### config.mk
export PLATFORM = sky130hd
export DESIGN_NAME = lgps_datapath
export DESIGN_NICKNAME = d
export VERILOG_FILES = /design/src/hw/rtl/lgps_pkg.sv /design/src/hw/rtl/lgps_div.sv /design/src/hw/rtl/lgps_datapath.sv
export SDC_FILE = /design/constraint.sdc
export NUM_CORES = 2
export LEC_CHECK = 0
export ABC_AREA = 1
export BUFFER_PORTS_ARGS = -buffer_cell sky130_fd_sc_hd__buf_2
export CORE_MARGIN = 2
export CORE_UTILIZATION = 55
export DETAILED_ROUTE_END_ITERATION = 8
export PLACE_DENSITY = 0.74
export SKIP_LAST_GASP = 1
export SYNTH_ARGS = -nofsm -noshare
export SYNTH_HDL_FRONTEND = slang
export SYNTH_SLANG_ARGS = --single-unit
### constraint.sdc
create_clock -name i_clk -period 11.6 [get_ports i_clk]
set_input_delay 1.74 -clock i_clk [delete_from_list [all_inputs] [get_ports i_clk]]
set_output_delay 1.74 -clock i_clk [all_outputs]
set_load 0.02 [all_outputs]
### src/hw/rtl/lgps_pkg.sv
// Shared types, constants and the preset gait table for the gait phase scheduler.
// Used by every module under hw/rtl; depends on nothing.
package lgps_pkg;

    localparam int FEET_DEF = 4;

    localparam int NUM_W = 52;
    localparam int DEN_W = 27;
    localparam int CNT_W = 6;
    localparam logic [CNT_W-1:0] N_TR = 6'd52;
    localparam logic [CNT_W-1:0] N_DPH = 6'd45;
    localparam logic [CNT_W-1:0] N_FOOT = 6'd40;

    localparam logic [24:0] ONE24 = 25'd16777216;
    localparam logic [26:0] MASK27 = 27'd134217727;
    localparam logic [26:0] STAND_PERIOD = 27'd10485760;
    localparam logic [26:0] DISABLED_PERIOD = 27'd104857600;
    localparam logic [26:0] PERIOD_TOL = 27'd105;
    localparam logic [24:0] SWITCH_TOL = 25'd1678;
    localparam logic [23:0] HALF24 = 24'd8388608;
    localparam logic [16:0] SUB_ONE = 17'd65536;

    localparam logic [3:0] GAIT_STAND = 4'd0;
    localparam logic [3:0] GAIT_CUSTOM = 4'd14;
    localparam logic [3:0] GAIT_TRANSITION = 4'd15;

    localparam logic [2:0] MODE_FOLLOW = 3'd0;
    localparam logic [2:0] MODE_CHOICE = 3'd1;
    localparam logic [2:0] MODE_OVERRIDE = 3'd2;
    localparam logic [2:0] MODE_FOLLOW_ALT = 3'd3;
    localparam logic [2:0] MODE_NATURAL = 3'd4;

    localparam logic [2:0] REG_MODE = 3'd0;
    localparam logic [2:0] REG_CHOICE = 3'd1;
    localparam logic [2:0] REG_PERIOD = 3'd2;
    localparam logic [2:0] REG_SWITCH = 3'd3;
    localparam logic [2:0] REG_TICK = 3'd4;

    typedef enum logic [3:0] {
        S_IDLE,
        S_MODE,
        S_TR_MUL,
        S_TR_DIV,
        S_TR_WAIT,
        S_TR_END,
        S_POST,
        S_DPH,
        S_DPH_WAIT,
        S_FOOT_MUL,
        S_FOOT_DIV,
        S_FOOT_WAIT,
        S_FOOT_OUT
    } t_state;

    typedef enum logic [1:0] {
        DIV_TR,
        DIV_DPH,
        DIV_FOOT
    } t_div_sel;

    typedef struct packed {
        logic [2:0]  mode;
        logic [3:0]  choice;
        logic [26:0] period;
        logic [24:0] switching;
        logic [20:0] tick;
    } t_cfg;

    typedef struct packed {
        logic     load_req;
        logic     mode_step;
        logic     tr_mul;
        logic     tr_store;
        logic     tr_end;
        logic     post;
        logic     dph_store;
        logic     foot_prep;
        logic     foot_store;
        logic     div_start;
        t_div_sel div_sel;
    } t_cmd;

    typedef struct packed {
        logic tr_needed;
        logic tr_skip;
        logic dph_skip;
        logic foot_skip;
        logic div_done;
        logic out_free;
    } t_sts;

    typedef struct packed {
        logic [26:0]      period;
        logic [23:0]      init;
        logic [24:0]      sw;
        logic             ovr;
        logic [3:0]       en;
        logic [3:0][23:0] off;
    } t_preset;

    function automatic t_preset lgps_preset(input logic [3:0] code);
        t_preset p;
        p.init = 24'd0;
        p.en = 4'b1111;
        p.ovr = 1'b1;
        case (code)
            4'd1: begin
                p.period = 27'd1048576; p.sw = 25'd16777216; p.ovr = 1'b0;
                p.off = {HALF24, HALF24, HALF24, HALF24};
            end
            4'd2: begin
                p.period = 27'd1310720; p.sw = 25'd13421773;
                p.off = {24'd8388608, 24'd12582912, 24'd0, 24'd4194304};
            end
            4'd3: begin
                p.period = 27'd524288; p.sw = 25'd10485760;
                p.off = {24'd12582912, 24'd4194304, 24'd8388608, 24'd0};
            end
            4'd4: begin
                p.period = 27'd524288; p.sw = 25'd10066330;
                p.off = {24'd0, HALF24, HALF24, 24'd0};
            end
            4'd5: begin
                p.period = 27'd524288; p.sw = 25'd8388608;
                p.off = {24'd0, HALF24, HALF24, 24'd0};
            end
            4'd6: begin
                p.period = 27'd419430; p.sw = 25'd6710886;
                p.off = {24'd0, HALF24, HALF24, 24'd0};
            end
            4'd7: begin
                p.period = 27'd367002; p.sw = 25'd8388608; p.init = 24'd4194304;
                p.off = {HALF24, 24'd0, HALF24, 24'd0};
            end
            4'd8: begin
                p.period = 27'd419430; p.sw = 25'd6710886;
                p.off = {HALF24, HALF24, 24'd0, 24'd0};
            end
            4'd9: begin
                p.period = 27'd419430; p.sw = 25'd3355443;
                p.off = {24'd8388608, 24'd5991144, 24'd14379752, 24'd0};
            end
            4'd10: begin
                p.period = 27'd524288; p.sw = 25'd3355443;
                p.off = {24'd8388608, 24'd5991144, 24'd14379752, 24'd0};
            end
            4'd11: begin
                p.period = 27'd524288; p.sw = 25'd8388608;
                p.off = {24'd0, 24'd0, 24'd0, 24'd0};
            end
            4'd12: begin
                p.period = 27'd419430; p.sw = 25'd11173626; p.en = 4'b1110;
                p.off = {24'd5586813, 24'd0, 24'd11173626, 24'd0};
            end
            4'd13: begin
                p.period = 27'd419430; p.sw = 25'd11173626; p.en = 4'b1001;
                p.off = {HALF24, 24'd0, 24'd0, 24'd0};
            end
            default: begin
                p.period = STAND_PERIOD; p.sw = ONE24; p.ovr = 1'b0;
                p.off = {HALF24, HALF24, HALF24, HALF24};
            end
        endcase
        return p;
    endfunction

endpackage

### src/hw/rtl/lgps_div.sv
// Shared restoring divider, one quotient bit per cycle, left-aligned dividend.
// Depends on lgps_pkg for operand widths.
module lgps_div (
    input  logic                           i_clk,
    input  logic                           i_rst_n,
    input  logic                           i_start,
    input  logic [lgps_pkg::NUM_W-1:0]     i_num,
    input  logic [lgps_pkg::DEN_W-1:0]     i_den,
    input  logic [lgps_pkg::CNT_W-1:0]     i_bits,
    output logic                           o_done,
    output logic [lgps_pkg::NUM_W-1:0]     o_quot
);
    import lgps_pkg::*;

    logic [NUM_W-1:0] r_num, r_quot;
    logic [DEN_W-1:0] r_den, r_rem;
    logic [CNT_W-1:0] r_cnt;
    logic             r_busy, r_done;
    logic [DEN_W:0]   trial, diff;
    logic             ge;

    assign trial = {r_rem, r_num[NUM_W-1]};
    assign ge = trial >= {1'b0, r_den};
    assign diff = trial - {1'b0, r_den};
    assign o_done = r_done;
    assign o_quot = r_quot;

    always_ff @(posedge i_clk) begin
        if (!i_rst_n) begin
            r_busy <= 1'b0;
            r_done <= 1'b0;
            r_cnt <= '0;
        end else begin
            r_done <= 1'b0;
            if (i_start) begin
                r_busy <= 1'b1;
                r_cnt <= i_bits;
            end else if (r_busy) begin
                r_cnt <= r_cnt - 1'b1;
                if (r_cnt == CNT_W'(1)) begin
                    r_busy <= 1'b0;
                    r_done <= 1'b1;
                end
            end
        end
    end

    always_ff @(posedge i_clk) begin
        if (i_start) begin
            r_num <= i_num;
            r_den <= i_den;
            r_rem <= '0;
            r_quot <= '0;
        end else if (r_busy) begin
            r_num <= {r_num[NUM_W-2:0], 1'b0};
            r_rem <= ge ? diff[DEN_W-1:0] : trial[DEN_W-1:0];
            r_quot <= {r_quot[NUM_W-2:0], ge};
        end
    end

endmodule

### src/hw/rtl/lgps_datapath.sv
// Gait state, per-foot phase lanes, shared multiplier and divider, output register.
// Depends on lgps_pkg and lgps_div; sequenced by lgps_ctrl through t_cmd and t_sts.
module lgps_datapath #(
    parameter int FEET = lgps_pkg::FEET_DEF
) (
    input  logic                        i_clk,
    input  logic                        i_rst_n,
    input  lgps_pkg::t_cfg              i_cfg,
    input  lgps_pkg::t_cmd              i_cmd,
    input  logic [$clog2(FEET+1)-1:0]   i_idx,
    output lgps_pkg::t_sts              o_sts,
    input  logic [3:0]                  i_requested_gait,
    input  logic                        i_stall,
    output logic                        o_valid,
    output logic [1:0]                  o_foot_index,
    output logic                        o_in_contact,
    output logic                        o_touchdown_edge,
    output logic                        o_liftoff_edge,
    output logic [23:0]                 o_foot_phase_out,
    output logic [16:0]                 o_stance_subphase,
    output logic [16:0]                 o_swing_subphase,
    output logic [26:0]                 o_stance_left,
    output logic [26:0]                 o_swing_left,
    output logic [2:0]                  o_stance_count,
    output logic [3:0]                  o_active_gait,
    output logic                        o_last_foot
);
    import lgps_pkg::*;

    localparam int IW = $clog2(FEET + 1);
    localparam int FW = $clog2(FEET);

    logic [3:0]  r_req, r_gait, n_gait;
    logic [26:0] r_per, n_per, r_nper, n_nper, r_newp;
    logic [24:0] r_sw, n_sw, r_nsw, n_nsw, r_trsw, n_trsw;
    logic [23:0] r_ref, n_ref, r_dph, n_dph;
    logic        r_ovr, n_ovr, r_built, n_built;
    logic [2:0]  r_cnt, n_cnt;
    logic        r_en [FEET];
    logic        n_en [FEET];
    logic [23:0] r_off [FEET];
    logic [23:0] n_off [FEET];
    logic [23:0] r_fph [FEET];
    logic [23:0] n_fph [FEET];
    logic [24:0] r_fsw [FEET];
    logic [24:0] n_fsw [FEET];
    logic [26:0] r_fper [FEET];
    logic [26:0] n_fper [FEET];
    logic        r_cont [FEET];
    logic        n_cont [FEET];
    logic        r_td [FEET];
    logic        n_td [FEET];
    logic        r_lo [FEET];
    logic        n_lo [FEET];

    logic [51:0] r_prod;
    logic [23:0] r_ph, r_fnum;
    logic [24:0] r_fden;
    logic        r_st, r_fsk;
    logic        r_ov;

    logic [FW-1:0] fi;
    logic          tr_last;
    logic [3:0]    code;
    logic          build_needed;
    t_preset       pre;
    logic [24:0]   sw_ov;
    logic          ovr_hit;
    logic [28:0]   per3;
    logic [26:0]   newp;
    logic [26:0]   mul_a;
    logic [24:0]   mul_b, frac;
    logic [23:0]   ph;
    logic [24:0]   fsw;
    logic          st;
    logic [24:0]   term;
    logic [24:0]   shrink_res;
    logic [23:0]   dph_val;
    logic          div_done;
    logic [NUM_W-1:0] div_q, div_num;
    logic [DEN_W-1:0] div_den;
    logic [CNT_W-1:0] div_bits;

    assign fi = i_idx[FW-1:0];
    assign tr_last = i_idx == IW'(FEET);

    always_comb begin
        code = r_req;
        build_needed = 1'b0;
        case (i_cfg.mode) inside
            MODE_FOLLOW, MODE_FOLLOW_ALT, MODE_NATURAL: begin
                code = r_req;
                build_needed = r_gait != r_req;
            end
            MODE_CHOICE, MODE_OVERRIDE: begin
                code = i_cfg.choice;
                build_needed = r_gait != i_cfg.choice;
            end
            default: ;
        endcase
    end

    assign pre = lgps_preset(code);
    assign sw_ov = (i_cfg.switching > ONE24) ? ONE24 : i_cfg.switching;

    always_comb begin
        logic [26:0] dp;
        logic [24:0] ds;
        dp = (r_per > i_cfg.period) ? r_per - i_cfg.period : i_cfg.period - r_per;
        ds = (r_sw > sw_ov) ? r_sw - sw_ov : sw_ov - r_sw;
        ovr_hit = r_ovr && (dp >= PERIOD_TOL || ds >= SWITCH_TOL);
    end

    assign per3 = {2'b0, r_per} + {1'b0, r_per, 1'b0};
    assign newp = (per3 > {2'b0, MASK27}) ? MASK27 : per3[26:0];

    assign ph = r_fph[fi] + r_dph;
    assign fsw = r_fsw[fi];
    assign st = {1'b0, ph} <= fsw;
    assign frac = tr_last ? r_sw : {1'b0, r_fph[fi]};

    always_comb begin
        if (i_cmd.tr_mul) begin
            mul_a = r_per;
            mul_b = ONE24 - frac;
        end else begin
            mul_a = r_fper[fi];
            mul_b = st ? fsw - {1'b0, ph} : ONE24 - {1'b0, ph};
        end
    end

    assign term = (r_newp == 27'd0) ? 25'd0 :
                  (div_q > NUM_W'(ONE24)) ? ONE24 : div_q[24:0];
    assign shrink_res = ONE24 - term;
    assign dph_val = o_sts.dph_skip ? 24'd0 : div_q[23:0];

    always_comb begin
        unique case (i_cmd.div_sel)
            DIV_TR: begin
                div_num = r_prod;
                div_den = r_newp;
                div_bits = N_TR;
            end
            DIV_DPH: begin
                div_num = {i_cfg.tick, 31'd0};
                div_den = r_per;
                div_bits = N_DPH;
            end
            default: begin
                div_num = {r_fnum, 28'd0};
                div_den = {2'b0, r_fden};
                div_bits = N_FOOT;
            end
        endcase
    end

    lgps_div u_div (
        .i_clk   (i_clk),
        .i_rst_n (i_rst_n),
        .i_start (i_cmd.div_start),
        .i_num   (div_num),
        .i_den   (div_den),
        .i_bits  (div_bits),
        .o_done  (div_done),
        .o_quot  (div_q)
    );

    always_comb begin
        logic refresh;
        refresh = 1'b0;
        n_gait = r_gait;
        n_per = r_per;
        n_sw = r_sw;
        n_ref = r_ref;
        n_nper = r_nper;
        n_nsw = r_nsw;
        n_ovr = r_ovr;
        n_built = r_built;
        n_trsw = r_trsw;
        n_dph = r_dph;
        n_cnt = r_cnt;
        n_en = r_en;
        n_off = r_off;
        n_fph = r_fph;
        n_fsw = r_fsw;
        n_fper = r_fper;
        n_cont = r_cont;
        n_td = r_td;
        n_lo = r_lo;

        if (i_cmd.mode_step) begin
            n_built = build_needed;
            if (build_needed) begin
                if (code != GAIT_CUSTOM) begin
                    n_per = pre.period;
                    n_ref = pre.init;
                    n_sw = pre.sw;
                    n_ovr = pre.ovr;
                    for (int f = 0; f < FEET; f++) begin
                        n_en[f] = pre.en[f];
                        n_off[f] = pre.off[f];
                    end
                end
                n_gait = code;
                refresh = 1'b1;
            end
        end

        if (i_cmd.tr_store) begin
            if (tr_last) begin
                n_trsw = shrink_res;
            end else begin
                n_off[fi] = shrink_res[23:0];
            end
        end

        if (i_cmd.tr_end) begin
            n_sw = r_trsw;
            n_per = r_newp;
            n_ref = 24'd0;
            n_ovr = 1'b0;
            n_built = 1'b1;
            n_gait = GAIT_TRANSITION;
            for (int f = 0; f < FEET; f++) begin
                n_en[f] = 1'b1;
            end
            refresh = 1'b1;
        end

        if (i_cmd.post) begin
            if (i_cfg.mode == MODE_OVERRIDE && ovr_hit) begin
                n_per = i_cfg.period;
                n_sw = sw_ov;
                refresh = 1'b1;
            end else if (i_cfg.mode == MODE_NATURAL) begin
                if (r_built) begin
                    n_nper = r_per;
                    n_nsw = r_sw;
                end else begin
                    n_per = r_nper;
                    n_sw = r_nsw;
                    refresh = 1'b1;
                end
            end
        end

        if (refresh) begin
            for (int f = 0; f < FEET; f++) begin
                if (n_en[f]) begin
                    n_fper[f] = n_per;
                    n_fsw[f] = n_sw;
                    n_fph[f] = n_ref + n_off[f];
                end else begin
                    n_fper[f] = DISABLED_PERIOD;
                    n_fsw[f] = 25'd0;
                    n_fph[f] = 24'd0;
                end
            end
        end

        if (i_cmd.dph_store) begin
            n_dph = dph_val;
            n_ref = r_ref + dph_val;
            n_cnt = 3'd0;
        end

        if (i_cmd.foot_store) begin
            if (r_en[fi]) begin
                n_fph[fi] = r_ph;
                n_cont[fi] = r_st;
                if (r_st) begin
                    n_td[fi] = !r_cont[fi];
                    n_cnt = r_cnt + 3'd1;
                end else begin
                    n_lo[fi] = r_cont[fi];
                end
            end else begin
                n_fph[fi] = r_fsw[fi][23:0];
                n_cont[fi] = 1'b0;
            end
        end
    end

    always_ff @(posedge i_clk) begin
        if (!i_rst_n) begin
            r_gait <= GAIT_STAND;
            r_per <= STAND_PERIOD;
            r_sw <= ONE24;
            r_ref <= 24'd0;
            r_nper <= STAND_PERIOD;
            r_nsw <= ONE24;
            r_ovr <= 1'b0;
            r_built <= 1'b0;
            r_dph <= 24'd0;
            r_cnt <= 3'd0;
            r_ov <= 1'b0;
            for (int f = 0; f < FEET; f++) begin
                r_en[f] <= 1'b1;
                r_off[f] <= HALF24;
                r_fph[f] <= HALF24;
                r_fsw[f] <= ONE24;
                r_fper[f] <= STAND_PERIOD;
                r_cont[f] <= 1'b0;
                r_td[f] <= 1'b0;
                r_lo[f] <= 1'b0;
            end
        end else begin
            r_gait <= n_gait;
            r_per <= n_per;
            r_sw <= n_sw;
            r_ref <= n_ref;
            r_nper <= n_nper;
            r_nsw <= n_nsw;
            r_ovr <= n_ovr;
            r_built <= n_built;
            r_dph <= n_dph;
            r_cnt <= n_cnt;
            r_en <= n_en;
            r_off <= n_off;
            r_fph <= n_fph;
            r_fsw <= n_fsw;
            r_fper <= n_fper;
            r_cont <= n_cont;
            r_td <= n_td;
            r_lo <= n_lo;
            if (i_cmd.foot_store) begin
                r_ov <= 1'b1;
            end else if (!i_stall) begin
                r_ov <= 1'b0;
            end
        end
    end

    always_ff @(posedge i_clk) begin
        r_trsw <= n_trsw;
        if (i_cmd.load_req) begin
            r_req <= i_requested_gait;
        end
        if (i_cmd.tr_mul) begin
            r_newp <= newp;
        end
        if (i_cmd.tr_mul || i_cmd.foot_prep) begin
            r_prod <= mul_a * mul_b;
        end
        if (i_cmd.foot_prep) begin
            r_ph <= ph;
            r_st <= st;
            r_fnum <= st ? ph : ph - fsw[23:0];
            r_fden <= st ? fsw : ONE24 - fsw;
            r_fsk <= !r_en[fi] || (st && fsw == 25'd0);
        end
        if (i_cmd.foot_store) begin
            o_foot_index <= 2'(i_idx);
            o_in_contact <= n_cont[fi];
            o_touchdown_edge <= n_td[fi];
            o_liftoff_edge <= n_lo[fi];
            o_foot_phase_out <= n_fph[fi];
            o_stance_subphase <= !r_en[fi] ? 17'd0 :
                                 (!r_st || r_fsk) ? SUB_ONE : div_q[16:0];
            o_swing_subphase <= (r_en[fi] && !r_st) ? div_q[16:0] : 17'd0;
            o_stance_left <= (r_en[fi] && r_st) ? r_prod[50:24] : 27'd0;
            o_swing_left <= (r_en[fi] && !r_st) ? r_prod[50:24] : 27'd0;
            o_stance_count <= n_cnt;
            o_active_gait <= r_gait;
            o_last_foot <= i_idx == IW'(FEET - 1);
        end
    end

    assign o_valid = r_ov;

    assign o_sts.tr_needed = build_needed && code == GAIT_TRANSITION;
    assign o_sts.tr_skip = r_newp == 27'd0;
    assign o_sts.dph_skip = r_gait == GAIT_STAND || r_per == 27'd0;
    assign o_sts.foot_skip = r_fsk;
    assign o_sts.div_done = div_done;
    assign o_sts.out_free = !r_ov || !i_stall;

endmodule

# Word-level counts from Yosys, hierarchy flattened
# Index checks and enable logic that the tools add are counted.
dict set report word_totals {
  ram_bits 0
  latch_bits 0
  input_bits 102
  reg_bits 1052
  output_inout_bits 132
  n_memories 0
  mem_bits_ro 0
  wordCells 324
}
dict set report classes {
  shift 0
  bitwise_logic 7
  n_lt_le_gt_ge 11
  n_eq_ne 26
  n_reduce_logical 44
  mul 1
  add_sub_neg 20
  n_div 0
  n_mux 143
}
# cell count
set ops {}
lappend ops {{$pmux 96 s9} 1}
lappend ops {{$mux 96} 8}
lappend ops {{$mux 25} 22}
lappend ops {{$mux 27} 17}
lappend ops {{$mux 24} 16}
lappend ops {{$bwmux 96} 3}
lappend ops {{$pmux 25 s7} 1}
lappend ops {{$add 24x24->24} 6}
lappend ops {{$pmux 24 s5} 1}
lappend ops {{$mux 52} 2}
lappend ops {{$pmux 52 s2} 1}
lappend ops {{$bmux 24 s2} 2}
lappend ops {{$sub 27x27->27} 3}
lappend ops {{$sub 25x25->25 const A} 3}
lappend ops {{$mux 4} 17}
lappend ops {{$bmux 27 s2} 1}
lappend ops {{$logic_not 27->1} 2}
lappend ops {{$pmux 27 s2} 1}
lappend ops {{$gt 52x25->1 const B} 1}
lappend ops {{$mul 27x25->52} 1}
lappend ops {{$bmux 25 s2} 1}
lappend ops {{$sub 25x25->25} 2}
lappend ops {{$demux 24 s2} 1}
lappend ops {{$add 27x28->29} 1}
lappend ops {{other kinds (56)} 138}

# Logic depth before layout (Yosys ltp)
dict set report logic_depth {
  word_depth 22
  mapped_depth 69
  mapped_depth_nobuf 66
}

# Modules after synthesis
# From an unflattened synthesis, not the netlist that was laid out.
dict set report hier_totals {
  hier_cells 12650
  area_unflattened_um2 90634.4
}
# mod cells_each instances seq_area_each_um2 area_per_inst_um2
set modules_own_cells {}
lappend modules_own_cells {lgps_datapath 11535 1 20820.0 82200.1}
lappend modules_own_cells {lgps_div 1115 1 4113.9 8434.3}

# Worst setup path after synthesis
# Ideal clock, no wire load.
dict set report synth_timing {
  path_type {input to register}
  startpoint {input port i_idx[1]}
  endpoint {register r_prod[39], data pin}
  path_slack_ns -0.377
  setup_time_ns 0.252
  path_buffers 3
  required_time_ns 11.348
  t_arrival_ns 11.725
  cell_stages 63
  path_cell_list {inv_2 -> nor2_2 -> inv_2 -> o221ai_1 -> ha_1 -> inv_1 -> fa_1 -> inv_1 -> nand3_1 -> nor2_1 -> nor2_1 -> o21bai_1 -> a21oi_1 -> o21ai_1 -> nand2_1 -> nand2_1 -> xor2_1 -> ha_1 -> [... 27 more ...] -> inv_1 -> ha_1 -> a21oi_1 -> inv_1 -> a21oi_1 -> inv_1 -> a21oi_1 -> inv_1 -> a21oi_1 -> o21ai_0 -> a21boi_0 -> o21ai_0 -> nand2_1 -> nand2_1 -> nand2_1 -> nand2_1 -> nand2_1 -> nand2_1}
}
dict set report synth_between {
  elab_chain_cells 9
  word_cells_on_any_way 21
  cone_classes {4 x add/sub; 1 x mul; 1 x order compare; 1 x eq/ne; 13 x mux; 1 x bitwise}
}
# item line
set synth_rtl {}
lappend synth_rtl {{start: declaration} lgps_datapath.sv:10} ;# input logic [$clog2(FEET+1)-1:0] i_idx,
lappend synth_rtl {{$not 2->3 (not written as such) (*)} lgps_datapath.sv:117} ;# assign ph = r_fph[fi] + r_dph;
lappend synth_rtl {{$bmux 24 s2 (*)} lgps_datapath.sv:117}
lappend synth_rtl {{$mux 24 (not written as such) (*) (2 in a row)} lgps_datapath.sv:117}
lappend synth_rtl {{$add 24x24->24 (*)} lgps_datapath.sv:117}
lappend synth_rtl {{net ph[14]} lgps_datapath.sv:73} ;# logic [23:0] ph;
lappend synth_rtl {{$sub 25x24->25 or $le 24x25->1 (tied branches)} {lgps_datapath.sv:128, lgps_datapath.sv:119}}
lappend synth_rtl {{$mux 25 (*)} lgps_datapath.sv:128} ;# mul_b = st ? fsw - {1'b0, ph} : ONE24 - {1'b0, ph};
lappend synth_rtl {{$mux 25 (*)} lgps_datapath.sv:123} ;# if (i_cmd.tr_mul) begin
lappend synth_rtl {{$mul 27x25->52 (*)} lgps_datapath.sv:343} ;# r_prod <= mul_a * mul_b;
lappend synth_rtl {{end signal: assignment} lgps_datapath.sv:343}
lappend synth_rtl {{end: declaration} lgps_datapath.sv:56} ;# logic [51:0] r_prod;
# The timed path passes the listed nets; every way through them passes the cells marked *. The select of a mux whose other input is x is not followed.
# A chain may end at the register's enable or synchronous reset.

# Worst setup path after layout
dict set report layout_timing {
  startpoint {input port i_idx[0]}
  endpoint {register r_prod[48], data pin}
}
# Same word-level chain as after synthesis.

==> qor.yml <==
yosysSeqAreaShare_pct: 27.8
clock-sinks: 1052
use_met3_pct: 9.14
ys_seq_elements: 1052
hold_viol_final: 0
cts-hold-fix-buffers: 0
crit_arrival_ns: 11.99
grtUsageMet2_pct: 64.9
antenna_found_initial: 11
grt_pass1_vias: 87300
dpl_cell_area_um2: 98100
path_clk_slew_ns: 0.06
reg2reg_from: "r_fph[24]"
ys_warn_count: 0
dp_hpwl_um: 289000
drcViolationCount: 0
use_met1_pct: 56.3
synth.distinct_cells: 69
ys.flop_type: "dfxtp_1"
insertion_delay_ns: 0.82
grt_overflow: 0
startpoint: "i_idx[0]"
gp_congestion: 1.09
hp-start: "r_fsw[62]"
period_minus_slack_ns: 11.46
routed_via_density: 5.95
finalSetupViolCount: 0
async_reset_ff_share_pct: 0
fin_area_um2: 104000
die_h_um: 408
cts-buffers-inserted: 114
syn_area_um2: 89700
synth_edf_count: 387
rows: 148
worst_ep_required_time_ns: 12.14
slowest_stage: "fa_1"
design.die.area_um2: 166000
grt_max_degree: 120
slew_headroom_pct: 10.4
final_common_cell: "nand2_1"
coreArea_um2: 162000
grtUsageTotal_pct: 42.6
port_buffers: 233
final_nets: 14200
worstPathMaxFanout: 8
cpLargestDelayFamily: "adder cells"
outcome: "complete, no violations"
drive_gt1_share_pct: 13.4
ant_nets: 0
drt_iter0_drc: 12500
fmaxAchievable_ghz: 0.0873
min_path_type: "register to register"
avgSynthCellArea_um2: 7.28
routedWlPerCell_um: 24.0
grt_pass1_wl_um: 538000
rsz0062_at_grt: "true"
end_kind: "register"
cts_tree: "built"
synth_cells: 12300
initial_core_util_pct: 55.3
die_x_um: 408
drt_first_pass_iters: 8
finalCritPeriodShare_pct: 98.8
clockBufferDepth: 3
wl_um: 367000
ioPinCount: 234
root_buffer: "clkbuf_16"
start_kind: "input pin"
final_cell_mix: "2,668 x nand2_1, 2,107 x inv_1, 1,077 x nor2_1"
maxCapViolations: 0
vias: 91000
top_usage_layer: "met2"
slew_viol_final: 0
tightest_slew_ns: 1.34
critPathKind: "input pin to register"
htreeDepth: 3
path_common_cell: "fa_1"
finClkSkew_ns: 0.108
critPathBufInv: 16
cp_slowest_stage_delay_ns: 0.57
syn-num-nets: 13600
syn_to_final_growth_pct: 15.7
-- cell families after synthesis --
family,after synthesis,synth area share [%]
compound gates,2090,13.6
xor+xnor,295,2.88
fa+ha+maj,1129,20.6
buf+inv,2707,11.7
flops,1052,27.8
simple gates,5053,23.5
-- worst reg2reg max path: cells and delay by family, from the launching register on --
family	cells	cell delay, ns
compound gates	12	1.96
flops	1	0.30
fa+ha+maj	11	4.65
buf+inv	15	1.48
simple gates	17	1.50
xor+xnor	2	0.35
-- routing by layer --
layer / vias to the layer above / share of wire, %
met4: 10 / 6.9
met3: 1135 / 12
met1: 43200 / 38
met2: 5761 / 43
li1: 40900 / -
met5: - / 0.018
-- through the flow --
stage / worst slack (ns) / TNS, ns / cells / util, % / hold WS (ns)
finish: 0.144 / 0 / 15300 / 63.9 / 0.459
global route: -0.345 / -4.95 / 15300 / 63.9 / 0.472
CTS: 0.00248 / 0 / 15200 / 62.8 / 0.456
detailed placement: -1.30 / -35.18 / 15000 / 60.4 / 0.445
global placement: -1.12 / -31.40 / 15000 / 60.4 / 0.437
floorplan: 0.00106 / 0 / 12300 / - / 0.427
-- synth_stat cells, drive strengths merged (202+ instances only) --
| library cell | count | area [um^2] |
|---|---|---|
| o21ai | 644 | 3250 |
| nand3 | 808 | 4060 |
| inv | 2166 | 8130 |
| nor2 | 1159 | 4510 |
| edfxtp | 387 | 11600 |
| dfxtp | 665 | 13300 |
| clkbuf | 317 | 1190 |
| fa | 586 | 11700 |
| o22ai | 266 | 1660 |
| nand2 | 2736 | 10300 |
| a21oi | 714 | 3580 |
| buf | 202 | 1060 |
| ha | 543 | 6790 |
-- sequential cells by signal, indices dropped and copies added, names as in the netlist, 27 cells and up --
signal	count
r_fper	108
r_fsw	100
r_fph	96
r_off	96
r_prod	52
u_div.o_quot	52
u_div.r_num	52
o_stance_left	27
o_swing_left	27
r_newp	27
r_nper	27
r_per	27
u_div.r_den	27
u_div.r_rem	27
-- final timing paths --
kind	endpoint	slack (ns)	cells after the start
worst min-delay path	r_fsw[62]	0.46	2
worst max register to register	r_prod[48]	1.08	57
worst min register to register	r_fsw[62]	0.46	2
worst max-delay path	r_prod[48]	0.14	59
-- timing repair --
item,CTS,global route
buffers inserted,3,37
resized for setup,24,291
pin swaps,6,93
gates cloned,0,8
endpoints found under the setup margin,26,33
-- final cells by class --
type                       count  area [um^2]
antenna                        4         10.0
fill                       14400        58600
tap                         2175         2720
inverter                    2188         8250
clock inverter                62          648
sequential                  1052        24900
multi-input combinational   8568        55800
timing repair buffer        1087         8260
clock buffer                 152         3190
Power is left out: the tool's default activity adds up to more than one toggle a clock period on the data nets, which glitch-free logic cannot reach.
